[config.mk]
export PLATFORM = sky130hd
export DESIGN_NAME = euler_totient_trial_division
export DESIGN_NICKNAME = d
export VERILOG_FILES = /design/src/etf_pkg.sv /design/src/euler_totient_trial_division.sv
export SDC_FILE = /design/constraint.sdc
export NUM_CORES = 1
export LEC_CHECK = 0
export BUFFER_PORTS_ARGS = -buffer_cell sky130_fd_sc_hd__buf_2
export CORE_UTILIZATION = 55
export DETAILED_ROUTE_END_ITERATION = 6
export PLACE_DENSITY = 0.73
export SLEW_MARGIN = 0
export SYNTH_ARGS = -nofsm -noshare
export SYNTH_HDL_FRONTEND = slang
export SYNTH_SLANG_ARGS = --single-unit
[constraint.sdc]
create_clock -name i_clk -period 7.5 [get_ports i_clk]
set_clock_uncertainty 0.05 [all_clocks]
set_input_delay 1.5 -clock i_clk [delete_from_list [all_inputs] [get_ports i_clk]]
set_output_delay 1.5 -clock i_clk [all_outputs]
set_load 0.05 [all_outputs]
[src/etf_pkg.sv]
// ----------------------------------------------------------------------------
// etf_pkg
// Shared constants for the trial division totient block.
// ----------------------------------------------------------------------------
package etf_pkg;

    typedef logic [1:0] t_op;

    // Meaning of the division whose result is being evaluated.
    localparam t_op OP_TRIAL = 2'd0;
    localparam t_op OP_PHI   = 2'd1;
    localparam t_op OP_STRIP = 2'd2;

    localparam int FIRST_DIVISOR = 2;

endpackage

[src/euler_totient_trial_division.sv]
// ----------------------------------------------------------------------------
// euler_totient_trial_division
// Euler's totient of one unsigned integer per request, by trial division.
// ----------------------------------------------------------------------------
// Each request carries one VALUE_BITS-bit integer and yields one result, its
// totient. All arithmetic runs on one restoring divider that produces one
// quotient bit per cycle. A request takes T + M + P divisions, where T is
// the number of trial divisors tried, the last of which ends the loop, M the
// number of prime factors found inside the loop, counted with multiplicity,
// and P the number of distinct prime factors. The worst case at 31 bits is a
// large prime, about 46300 trial divisors. The next request is taken while a
// finished result still waits on the output.
// ----------------------------------------------------------------------------
module euler_totient_trial_division
    import etf_pkg::*;
#(
    parameter int VALUE_BITS = 31
) (
    input  logic                  i_clk,
    input  logic                  i_rst_n,
    input  logic                  i_valid,
    output logic                  o_stall,
    input  logic [VALUE_BITS-1:0] i_n_value,
    output logic                  o_valid,
    input  logic                  i_stall,
    output logic [VALUE_BITS-1:0] o_phi_value
);

    localparam int W  = VALUE_BITS;
    localparam int DW = (W + 1) / 2 + 1;
    localparam int CW = $clog2(W + 1);
    localparam logic [CW-1:0] DivSteps = CW'(W);

    localparam logic [1:0] S_IDLE = 2'd0;
    localparam logic [1:0] S_DIV  = 2'd1;
    localparam logic [1:0] S_EVAL = 2'd2;
    localparam logic [1:0] S_DONE = 2'd3;

    logic [1:0]    r_state,    n_state;
    t_op           r_op,       n_op;
    logic          r_final,    n_final;
    logic [W-1:0]  r_rem,      n_rem;
    logic [W-1:0]  r_phi,      n_phi;
    logic [DW-1:0] r_d,        n_d;
    logic [W-1:0]  r_div_num,  n_div_num;
    logic [W-1:0]  r_div_rem,  n_div_rem;
    logic [W-1:0]  r_div_den,  n_div_den;
    logic [CW-1:0] r_div_cnt,  n_div_cnt;
    logic          r_out_valid, n_out_valid;
    logic [W-1:0]  r_out,      n_out;

    logic [W:0]    w_trial;
    logic          w_ge;
    logic [W:0]    w_diff;
    logic [DW-1:0] w_d_inc;
    logic [W-1:0]  w_d_ext;
    logic [W-1:0]  w_d_inc_ext;

    assign w_trial     = {r_div_rem, r_div_num[W-1]};
    assign w_ge        = w_trial >= {1'b0, r_div_den};
    assign w_diff      = w_trial - {1'b0, r_div_den};
    assign w_d_inc     = r_d + 1'b1;
    assign w_d_ext     = {{(W - DW){1'b0}}, r_d};
    assign w_d_inc_ext = {{(W - DW){1'b0}}, w_d_inc};

    always_comb begin
        n_state     = r_state;
        n_op        = r_op;
        n_final     = r_final;
        n_rem       = r_rem;
        n_phi       = r_phi;
        n_d         = r_d;
        n_div_num   = r_div_num;
        n_div_rem   = r_div_rem;
        n_div_den   = r_div_den;
        n_div_cnt   = r_div_cnt;
        n_out_valid = r_out_valid;
        n_out       = r_out;

        if (r_out_valid && !i_stall) begin
            n_out_valid = 1'b0;
        end

        unique case (r_state)
            S_IDLE: begin
                if (i_valid) begin
                    n_rem     = i_n_value;
                    n_phi     = i_n_value;
                    n_d       = DW'(FIRST_DIVISOR);
                    n_final   = 1'b0;
                    n_op      = OP_TRIAL;
                    n_div_num = i_n_value;
                    n_div_den = W'(FIRST_DIVISOR);
                    n_div_rem = '0;
                    n_div_cnt = DivSteps;
                    n_state   = S_DIV;
                end
            end
            S_DIV: begin
                n_div_num = {r_div_num[W-2:0], w_ge};
                n_div_rem = w_ge ? w_diff[W-1:0] : w_trial[W-1:0];
                n_div_cnt = r_div_cnt - 1'b1;
                if (r_div_cnt == CW'(1)) begin
                    n_state = S_EVAL;
                end
            end
            S_EVAL: begin
                n_div_rem = '0;
                n_div_cnt = DivSteps;
                n_state   = S_DIV;
                unique case (r_op)
                    OP_TRIAL: begin
                        if (w_d_ext > r_div_num) begin
                            if (r_rem > W'(1)) begin
                                n_final   = 1'b1;
                                n_op      = OP_PHI;
                                n_div_num = r_phi;
                                n_div_den = r_rem;
                            end else begin
                                n_state = S_DONE;
                            end
                        end else if (r_div_rem == '0) begin
                            n_rem     = r_div_num;
                            n_op      = OP_PHI;
                            n_div_num = r_phi;
                            n_div_den = w_d_ext;
                        end else begin
                            n_d       = w_d_inc;
                            n_div_num = r_rem;
                            n_div_den = w_d_inc_ext;
                        end
                    end
                    OP_PHI: begin
                        n_phi = r_phi - r_div_num;
                        if (r_final) begin
                            n_state = S_DONE;
                        end else begin
                            n_op      = OP_STRIP;
                            n_div_num = r_rem;
                            n_div_den = w_d_ext;
                        end
                    end
                    OP_STRIP: begin
                        if (r_div_rem == '0) begin
                            n_rem     = r_div_num;
                            n_div_num = r_div_num;
                            n_div_den = w_d_ext;
                        end else begin
                            n_d       = w_d_inc;
                            n_op      = OP_TRIAL;
                            n_div_num = r_rem;
                            n_div_den = w_d_inc_ext;
                        end
                    end
                    default: begin
                        n_state = S_IDLE;
                    end
                endcase
            end
            S_DONE: begin
                if (!r_out_valid || !i_stall) begin
                    n_out       = r_phi;
                    n_out_valid = 1'b1;
                    n_state     = S_IDLE;
                end
            end
            default: begin
                n_state = S_IDLE;
            end
        endcase
    end

    always_ff @(posedge i_clk) begin
        if (!i_rst_n) begin
            r_state     <= S_IDLE;
            r_op        <= OP_TRIAL;
            r_final     <= 1'b0;
            r_d         <= DW'(FIRST_DIVISOR);
            r_div_cnt   <= '0;
            r_out_valid <= 1'b0;
        end else begin
            r_state     <= n_state;
            r_op        <= n_op;
            r_final     <= n_final;
            r_d         <= n_d;
            r_div_cnt   <= n_div_cnt;
            r_out_valid <= n_out_valid;
        end
    end

    always_ff @(posedge i_clk) begin
        r_rem     <= n_rem;
        r_phi     <= n_phi;
        r_div_num <= n_div_num;
        r_div_rem <= n_div_rem;
        r_div_den <= n_div_den;
        r_out     <= n_out;
    end

    assign o_stall     = r_state != S_IDLE;
    assign o_valid     = r_out_valid;
    assign o_phi_value = r_out;

    a_accept_blocks: assert property (@(posedge i_clk) disable iff (!i_rst_n)
        (i_valid && !o_stall) |=> o_stall)
        else $error("request accepted without entering the busy state");

    a_div_count: assert property (@(posedge i_clk) disable iff (!i_rst_n)
        (r_state == S_DIV) |-> (r_div_cnt != '0))
        else $error("divider running with an exhausted step count");

    a_div_partial: assert property (@(posedge i_clk) disable iff (!i_rst_n)
        (r_state == S_DIV) |-> (r_div_rem < r_div_den))
        else $error("partial remainder not below the divisor");

    a_divisor_floor: assert property (@(posedge i_clk) disable iff (!i_rst_n)
        (r_state != S_IDLE) |-> (r_d >= DW'(FIRST_DIVISOR)))
        else $error("trial divisor fell below two");

endmodule
After elaboration in Yosys (flattened, before gate mapping) --
Index checks and enable logic that the tools add are counted.
Operators by class: order comparisons 3, add/sub/neg operators 4, multiplexer cells 54, reduce and logical (&&, ||, !) cells 19, equality and inequality tests 20
Operators with widths (count):
- $mux W31 | 14
- $pmux W31 S3 | 4
- $pmux W31 S2 | 4
- $mux W17 | 4
- $pmux W17 S2 | 2
- $sub A31 B31 Y31 | 2
- $ge A32 B31 Y1 | 1
- $gt A17 B31 Y1 | 1
- $gt A31 B1 Y1 const B | 1
- $logic_not A31 Y1 | 1
- $mux W2 | 12
- $add A17 B1 Y17 const B | 1
- $pmux W5 S3 | 1
- $reduce_and A5 Y1 | 3
- $pmux W2 S3 | 2
- $ne A2 B2 Y1 const B | 5
- $ne A3 B3 Y1 const B | 3
- $ne A4 B4 Y1 const B | 2
- $pmux W2 S4 | 1
- $mux W1 | 7
- $reduce_and A7 Y1 | 1
- $eq A2 B2 Y1 const B | 3
- $reduce_and A3 Y1 | 2
- $eq A5 B1 Y1 const B | 1
- 16 further kinds | 22
Word-level totals: input bits 35, register bits 214, word-level logic and storage cells 112, output and inout port bits 33

Depth between registers and ports, before layout --
Gate-level depths: netlist (run 1).
depth after elaboration 5, mapped depth 14, depth with buffers taken out 12

Worst setup path before layout (run 1) --
OpenSTA, ideal clock, no wires.
path kind input-to-reg, start point input port i_valid, end point register r_op[1], arrival 3.819 ns, path buffers 0, cell stages on the path 5, data required time 7.378 ns, setup time 0.072 ns, path slack 3.559 ns, cells stage by stage nor2_1 a21o_1 o2bb2ai_1 o21a_1 mux2i_1
Between the ends: cells in the longest elaborated chain, start to end 2
Ends and longest elaborated chain:
- from (decl) | line euler_totient_trial_division.sv:21 | input logic i_valid,
- $ne A2 B2 Y1 (no line)
- $reduce_and A7 Y1 (no line)
- to (signal assigned) | line euler_totient_trial_division.sv:183 | r_op <= n_op;
- to (decl) | line euler_totient_trial_division.sv:40 | t_op r_op, n_op;
No other way between the ends. A chain may end at the register's enable or synchronous reset.

Worst setup path in the final report (run 1) --
start point register r_div_num[30], end point register r_div_rem[15] (data pin)
Between the ends: cells in the longest elaborated chain, start to end 3, elaborated cells between the ends (all ways) 4, classes of those cells 1 x add/sub; 1 x order compare; 2 x mux
Ends and longest elaborated chain:
- from (decl) | line euler_totient_trial_division.sv:45 | logic [W-1:0] r_div_num, n_div_num;
- from (signal assigned) | line euler_totient_trial_division.sv:194 | r_div_num <= n_div_num;
- $sub A31 B31 Y31 / $ge A32 B31 Y1 (equally long branches) | line euler_totient_trial_division.sv:61, euler_totient_trial_division.sv:60
- $mux W31 (*) | line euler_totient_trial_division.sv:101 | n_div_rem = w_ge ? w_diff[W-1:0] : w_trial[W-1:0];
- $pmux W31 S3 (*) | line euler_totient_trial_division.sv:84 | unique case (r_state)
- to (signal assigned) | line euler_totient_trial_division.sv:195 | r_div_rem <= n_div_rem;
- to (decl) | line euler_totient_trial_division.sv:46 | logic [W-1:0] r_div_rem, n_div_rem;
Mark *: on every way between the ends. The rest lies on a longest branch, timed or not.

==> qor.txt, run 1 <==
Internal Power -> 4.56 mW
Antenna Violating Nets Remaining -> 0
sw frac -> 45.6%
leading area contributor after synthesis -> edfxtp_1
n_diodes -> 0
die area -> 28100 um2
Top FF cell, synth -> edfxtp_1
Layout area overhead -> 9.14%
Total GRT Usage -> 28.6%
Clk pin slew, worst setup/hold paths -> 60 ps
chip height -> 168 um
HPWL after DPL -> 27600 um
Buf/Inv on CP -> 2
FFs w/ async S/R, synth -> 0%
Final period util -> 56.4%
Detailed Route Iter0 Violations -> 1306
crit path capture type -> register
Synth warnings -> 0
sequential share of the synthesized area -> 40.7%
vias per cell -> 6.32
via count -> 12900
Worst path max stage delay -> 540 ps
drt first pass iters -> 5
CP max stage cell -> a21oi_4
Static Leak -> 6.42 nW
Critical Path Start Type -> register
CTS Buf Count -> 25
share of layout cells above drive strength 1 -> 13.4%
min Tclk post-route -> 4230 ps
# H-tree levels -> 1
Util after Layout -> 61.2%
final WL -> 40800 um
initial core utilization -> 56.0%
final setup TNS -> 0 ps
Rows -> 60
Synth Cell Area -> 15100 um2
Post-synth EDFFs -> 186
remaining global-route overflow -> 0
CTS tree -> yes
port bufs -> 67
net switching power -> 3.82 mW
PwrDens -> 508 nW/um2
Setup Crit Path Kind -> reg2reg
DR DRC count -> 0
Num Clock Sinks -> 214
critical path arrival -> 4530 ps
status -> finished clean
MaxCap Viol Count -> 0
worst reg2reg path depth -> 13
setup bufs post-CTS -> 0
final cell count without fillers -> 2048
crit-path max FO -> 23
Required @ worst endpoint -> 7800 ps
worst slew margin relative to its limit -> 27.7%
post-cts hold buffer count -> 0
critical path depth -> 13
Reg2Reg Setup Slack -> 3270 ps
Worst-Margin Slew -> 1080 ps
Tightest Hold Check Type -> reg2reg
Gate Count Post-Synth -> 1667
RSZ-0062 raised after global routing -> no
Hold Violations, Final -> 0
reg2reg end -> r_div_rem[15]$_SDFFCE_PN0P_
Clk network pwr share -> 14.0%
Max clock buf depth -> 3
Final Slew Violations -> 0
list of most frequent post-synthesis cells -> nand2_1 (189), edfxtp_1 (186), nor2_1 (165)
worst flop-to-flop path startpoint -> r_div_num[30]$_DFFE_PP_
die width -> 168 um
largest net degree at the start of global routing -> 99
nets -> 1818
critical path's top delay family -> compound AO/OA/AOI/OAI gates
top cells by area in the synthesized netlist -> edfxtp_1 (37%), ha_1 (7.5%), mux2_2 (5.9%)
worst path cell trace -> inv_1 > ha_1 > fa_1 > nor2b_1 > o31ai_2 > a211oi_1 > or4_4 > o41a_1 > o211ai_1 > a21oi_4 > buf_4 > nand2_1 > o22ai_1
largest vdd supply drop -> 0.284 mV
Fillers -> 2267
first-pass GRT wire length -> 64900 um
post-synth net total -> 1795
initial antenna violation count -> 0
Comb pwr share -> 56.3%
Cell variety after synth -> 74
dpl cells -> 2004
crit path capture -> r_div_rem[15]$_SDFFCE_PN0P_
Critical path origin -> r_div_num[30]$_DFFE_PP_
CTS Root Cell -> clkbuf_16
Avg Cell Area, Syn -> 9.06 um2
Max Freq -> 236 MHz
final setup fails -> 0
CTS resizes -> 0
Synth Register Bits -> 214
DR WL/cell -> 19.9 um
routability cong. -> 0.995
vias in the first global route -> 12200
clk_lat worst skew -> 520 ps
most frequent cell after synthesis -> nand2_1
sequential share of power -> 29.7%
core region area -> 27000 um2
top cell type's share of synthesized area -> 37.0%
I/O Pins -> 68
-- power by group through the flow --
| stage | sequential, mW | clock (mW) | combinational (mW) |
|---|---|---|---|
| after floorplan | 2.37 | 0 | 3.58 |
| after global placement | 2.47 | 0 | 4.50 |
| after detailed placement | 2.49 | 0 | 4.62 |
| after CTS | 2.47 | 1.20 | 4.65 |
| after global routing | 2.53 | 1.23 | 5.19 |
| final | 2.49 | 1.18 | 4.71 |
-- stage by stage --
stage / power, mW / hold WS [ps] / setup slack (ps) / area, um2
2_1_floorplan: 5.94 / 401 / 3560 / 15100
3_3_place_gp: 6.97 / 420 / 3420 / 15700
3_5_place_dp: 7.11 / 432 / 3330 / 15700
4_1_cts: 8.32 / 447 / 3300 / 16500
5_1_grt: 8.96 / 456 / 3030 / 16500
6_report: 8.38 / 443 / 3270 / 16500
-- routing by layer --
metal,track usage (%),share of wire (%),vias up,wire (um)
met3,3.45,7.3,83,2970
met2,47.4,46,605,18900
met5,0,0,-,0
met4,9.49,2.9,0,1170
met1,38.9,43,6114,17700
li1,-,-,6138,-
-- logic make-up after synthesis --
kind of cell    synth area share, %
xor+xnor                       3.19
simple gates                   16.9
fa+ha+maj                      7.80
compound gates                 18.9
flops                          40.7
mux                            7.61
buf+inv                        4.88
-- worst min-delay path by stage --
stage	from	depth (start not counted)	slack, ps	to
after detailed placement	r_phi[0]$_DFFE_PP_	0	430	o_phi_value[0]$_DFFE_PP_
after global routing	r_phi[22]$_DFFE_PP_	0	460	o_phi_value[22]$_DFFE_PP_
after global placement	r_final$_SDFFE_PN0P_	2	420	r_final$_SDFFE_PN0P_
final	r_phi[0]$_DFFE_PP_	0	440	o_phi_value[0]$_DFFE_PP_
after floorplan	r_phi[10]$_DFFE_PP_	0	400	o_phi_value[10]$_DFFE_PP_
after CTS	r_phi[0]$_DFFE_PP_	0	450	o_phi_value[0]$_DFFE_PP_
-- registers in the layout, indices dropped and copies added, names as in the netlist --
name         cells
r_final          1
r_phi           31
r_rem           31
r_div_rem       31
r_div_num       31
o_valid          1
r_div_den       31
r_div_cnt        5
r_op             2
o_phi_value     31
r_d             17
r_state          2
-- cell usage in the layout, fill, tap and decap left out, types with 9 or more instances in the layout --
cell type	n
nand2_1	189
edfxtp_1	186
nor2_1	163
o21ai_0	151
inv_1	99
ha_1	89
a21oi_1	85
mux2_2	79
buf_2	67
a31oi_1	38
nor3_1	36
xnor2_1	35
a21o_1	32
nand3_1	29
dfxtp_1	28
mux2i_1	26
nand4_1	25
clkbuf_16	25
nor2b_1	22
nor4_1	21
and2_1	21
xor2_1	20
buf_4	17
o21a_1	16
o211ai_1	14
and3_1	11
nand2b_1	10
a211oi_1	10
a21boi_0	10
o22ai_1	9
-- final cells by class --
cell class,count,area [um2],share of cell area [%]
Clock buffer,35,683,4.14
Clock inverter,9,92.6,0.562
Inverter,102,383,2.32
Multi-Input combinational cell,1263,8290,50.3
Sequential cell,214,6150,37.3
Tap cell,341,427,2.59
Timing Repair Buffer,84,463,2.81
Power figures use the tool's default switching activity.
==> run 2, diff against run 1 <==
- clock period: 7.5 -> 4.3 ns (I/O delays scaled with it)
==> qor.txt, run 2 (same netlist as run 1, synthesis figures left out) <==
final WL -> 42100 um (was 40800 um)
largest vdd supply drop -> 0.525 mV (was 0.284 mV)
final instance area -> 16700 um2 (was 16500 um2)
Util after Layout -> 61.8% (was 61.2%)
CTS resizes -> 0 (unchanged)
status -> finished clean (unchanged)
MaxCap Viol Count -> 0 (unchanged)
core region area -> 27000 um2 (unchanged)
HPWL after DPL -> 28600 um (was 27600 um)
Reg2Reg Setup Slack -> 630 ps (was 3270 ps)
Final Slew Violations -> 0 (unchanged)
via count -> 13100 (was 12900)
Critical Path Start Type -> register (unchanged)
vias in the first global route -> 12600 (was 12200)
CTS tree -> yes (unchanged)
port bufs -> 67 (unchanged)
CTS Root Cell -> clkbuf_16 (unchanged)
vias per cell -> 6.33 (was 6.32)
# H-tree levels -> 1 (unchanged)
reg2reg end -> r_div_rem[24]$_SDFFCE_PN0P_ (was r_div_rem[15]$_SDFFCE_PN0P_)
DR DRC count -> 0 (unchanged)
nets -> 1831 (was 1818)
Total GRT Usage -> 29.8% (was 28.6%)
commonest non-fill, non-tap cells in the layout -> nand2_1 (189), edfxtp_1 (186), nor2_1 (163) (unchanged)
post-cts hold buffer count -> 0 (unchanged)
CP max stage cell -> fa_1 (was a21oi_4)
Fillers -> 2259 (was 2267)
Antenna Violating Nets Remaining -> 0 (unchanged)
setup bufs post-CTS -> 0 (unchanged)
crit path capture type -> register (unchanged)
Layout area overhead -> 10.3% (was 9.14%)
hold path depth -> 0 (unchanged)
DR WL/cell -> 20.4 um (was 19.9 um)
worst hold endpoint -> o_phi_value[22]$_DFFE_PP_ (was o_phi_value[0]$_DFFE_PP_)
final cell count without fillers -> 2064 (was 2048)
I/O Pins -> 68 (unchanged)
Final period util -> 85.2% (was 56.4%)
Hold Violations, Final -> 0 (unchanged)
worst reg2reg path depth -> 13 (unchanged)
Worst path max stage delay -> 430 ps (was 540 ps)
clk_lat worst skew -> 540 ps (was 520 ps)
Power Total -> 15.0 mW (was 8.38 mW)
min Tclk post-route -> 3670 ps (was 4230 ps)
setup slack at placement -> 691 ps (was 3330 ps)
Tightest Hold Check Type -> reg2reg (unchanged)
worst slew margin relative to its limit -> 20.5% (was 27.7%)
first-pass GRT wire length -> 67000 um (was 64900 um)
share of layout cells above drive strength 1 -> 14.2% (was 13.4%)
initial antenna violation count -> 0 (unchanged)
remaining global-route overflow -> 0 (unchanged)
Post-Place Cell Area -> 15800 um2 (was 15700 um2)
worst path cell trace -> inv_1 > ha_1 > fa_1 > nor2b_1 > o31ai_2 > a211oi_1 > or4_4 > o41a_1 > o211ai_1 > a21oi_4 > buf_4 > mux2i_1 > nor2_1 (was inv_1 > ha_1 > fa_1 > nor2b_1 > o31ai_2 > a211oi_1 > or4_4 > o41a_1 > o211ai_1 > a21oi_4 > buf_4 > nand2_1 > o22ai_1)
Required @ worst endpoint -> 4510 ps (was 7800 ps)
final setup fails -> 0 (unchanged)
crit-path max FO -> 15 (was 23)
most common cell after layout, fill and taps aside -> nand2_1 (unchanged)
die area -> 28100 um2 (unchanged)
routability cong. -> 0.999 (was 0.995)
initial core utilization -> 56.0% (unchanged)
PwrDens -> 899 nW/um2 (was 508 nW/um2)
Max Freq -> 273 MHz (was 236 MHz)
drt first pass iters -> 7 (was 5)
critical path arrival -> 3870 ps (was 4530 ps)
RSZ-0062 raised after global routing -> no (unchanged)
Worst-Margin Slew -> 1190 ps (was 1080 ps)
die width -> 168 um (unchanged)
chip height -> 168 um (unchanged)
worst hold start -> r_phi[22]$_DFFE_PP_ (was r_phi[0]$_DFFE_PP_)
worst flop-to-flop path startpoint -> r_div_num[30]$_DFFE_PP_ (unchanged)
Detailed Route Iter0 Violations -> 1221 (was 1306)
final hold slack -> 448 ps (was 443 ps)
Num Clock Sinks -> 214 (unchanged)
n_diodes -> 0 (unchanged)
Setup Crit Path Kind -> reg2reg (unchanged)
final setup TNS -> 0 ps (unchanged)
Rows -> 60 (unchanged)
largest net degree at the start of global routing -> 63 (was 99)
dpl cells -> 2016 (was 2004)
Max clock buf depth -> 3 (unchanged)
Static Leak -> 6.51 nW (was 6.42 nW)
Final WS setup -> 635 ps (was 3270 ps)
CTS Buf Count -> 26 (was 25)
Clk pin slew, worst setup/hold paths -> 60 ps (about the same)
-- run 2: worst max-delay path by stage --
stage	slack [ps]	start	to	cells after the start
final	630	r_div_num[30]$_DFFE_PP_	r_div_rem[24]$_SDFFCE_PN0P_	13
after global placement	780	r_div_rem[5]$_SDFFCE_PN0P_	r_div_rem[17]$_SDFFCE_PN0P_	11
after CTS	660	r_div_num[30]$_DFFE_PP_	r_div_rem[24]$_SDFFCE_PN0P_	13
after detailed placement	690	r_div_rem[1]$_SDFFCE_PN0P_	r_div_rem[18]$_SDFFCE_PN0P_	11
after floorplan	600	r_div_num[1]$_DFFE_PP_	r_div_num[0]$_DFFE_PP_	11
after global routing	410	r_div_num[30]$_DFFE_PP_	r_div_rem[24]$_SDFFCE_PN0P_	13
-- run 2: power by group --
group	internal, mW	switching [mW]
clock	1.28	0.876
combinational	3.28	5.21
sequential	3.56	0.761
-- run 2: worst max-delay path, delay by kind of cell (launching register included) --
kind	cells	cell delay [ps]
AO/OA/AOI/OAI	5	1260
buffers and inverters	2	380
flip-flops	1	340
adder cells (fa/ha/maj)	2	650
AND/OR/NAND/NOR	3	480
multiplexers	1	220
-- run 2: per-layer routing --
| metal | vias up | GRT usage (%) | routed length (um) |
|---|---|---|---|
| met2 | 627 | 49.5 | 19800 |
| met1 | 6180 | 40.2 | 17800 |
| met4 | 0 | 10.8 | 1250 |
| li1 | 6169 | - | - |
| met3 | 88 | 3.24 | 3190 |
| met5 | - | 0 | 0 |
-- run 2: final cells by class --
cell class	instances	area [um2]	area share, %
clock buffers	41	768	4.61
clock inverters	7	62.6	0.376
inverters	102	383	2.30
multi-input cells	1263	8290	49.8
flip-flops and latches	214	6150	36.9
well taps	341	427	2.56
repair buffers	96	578	3.47
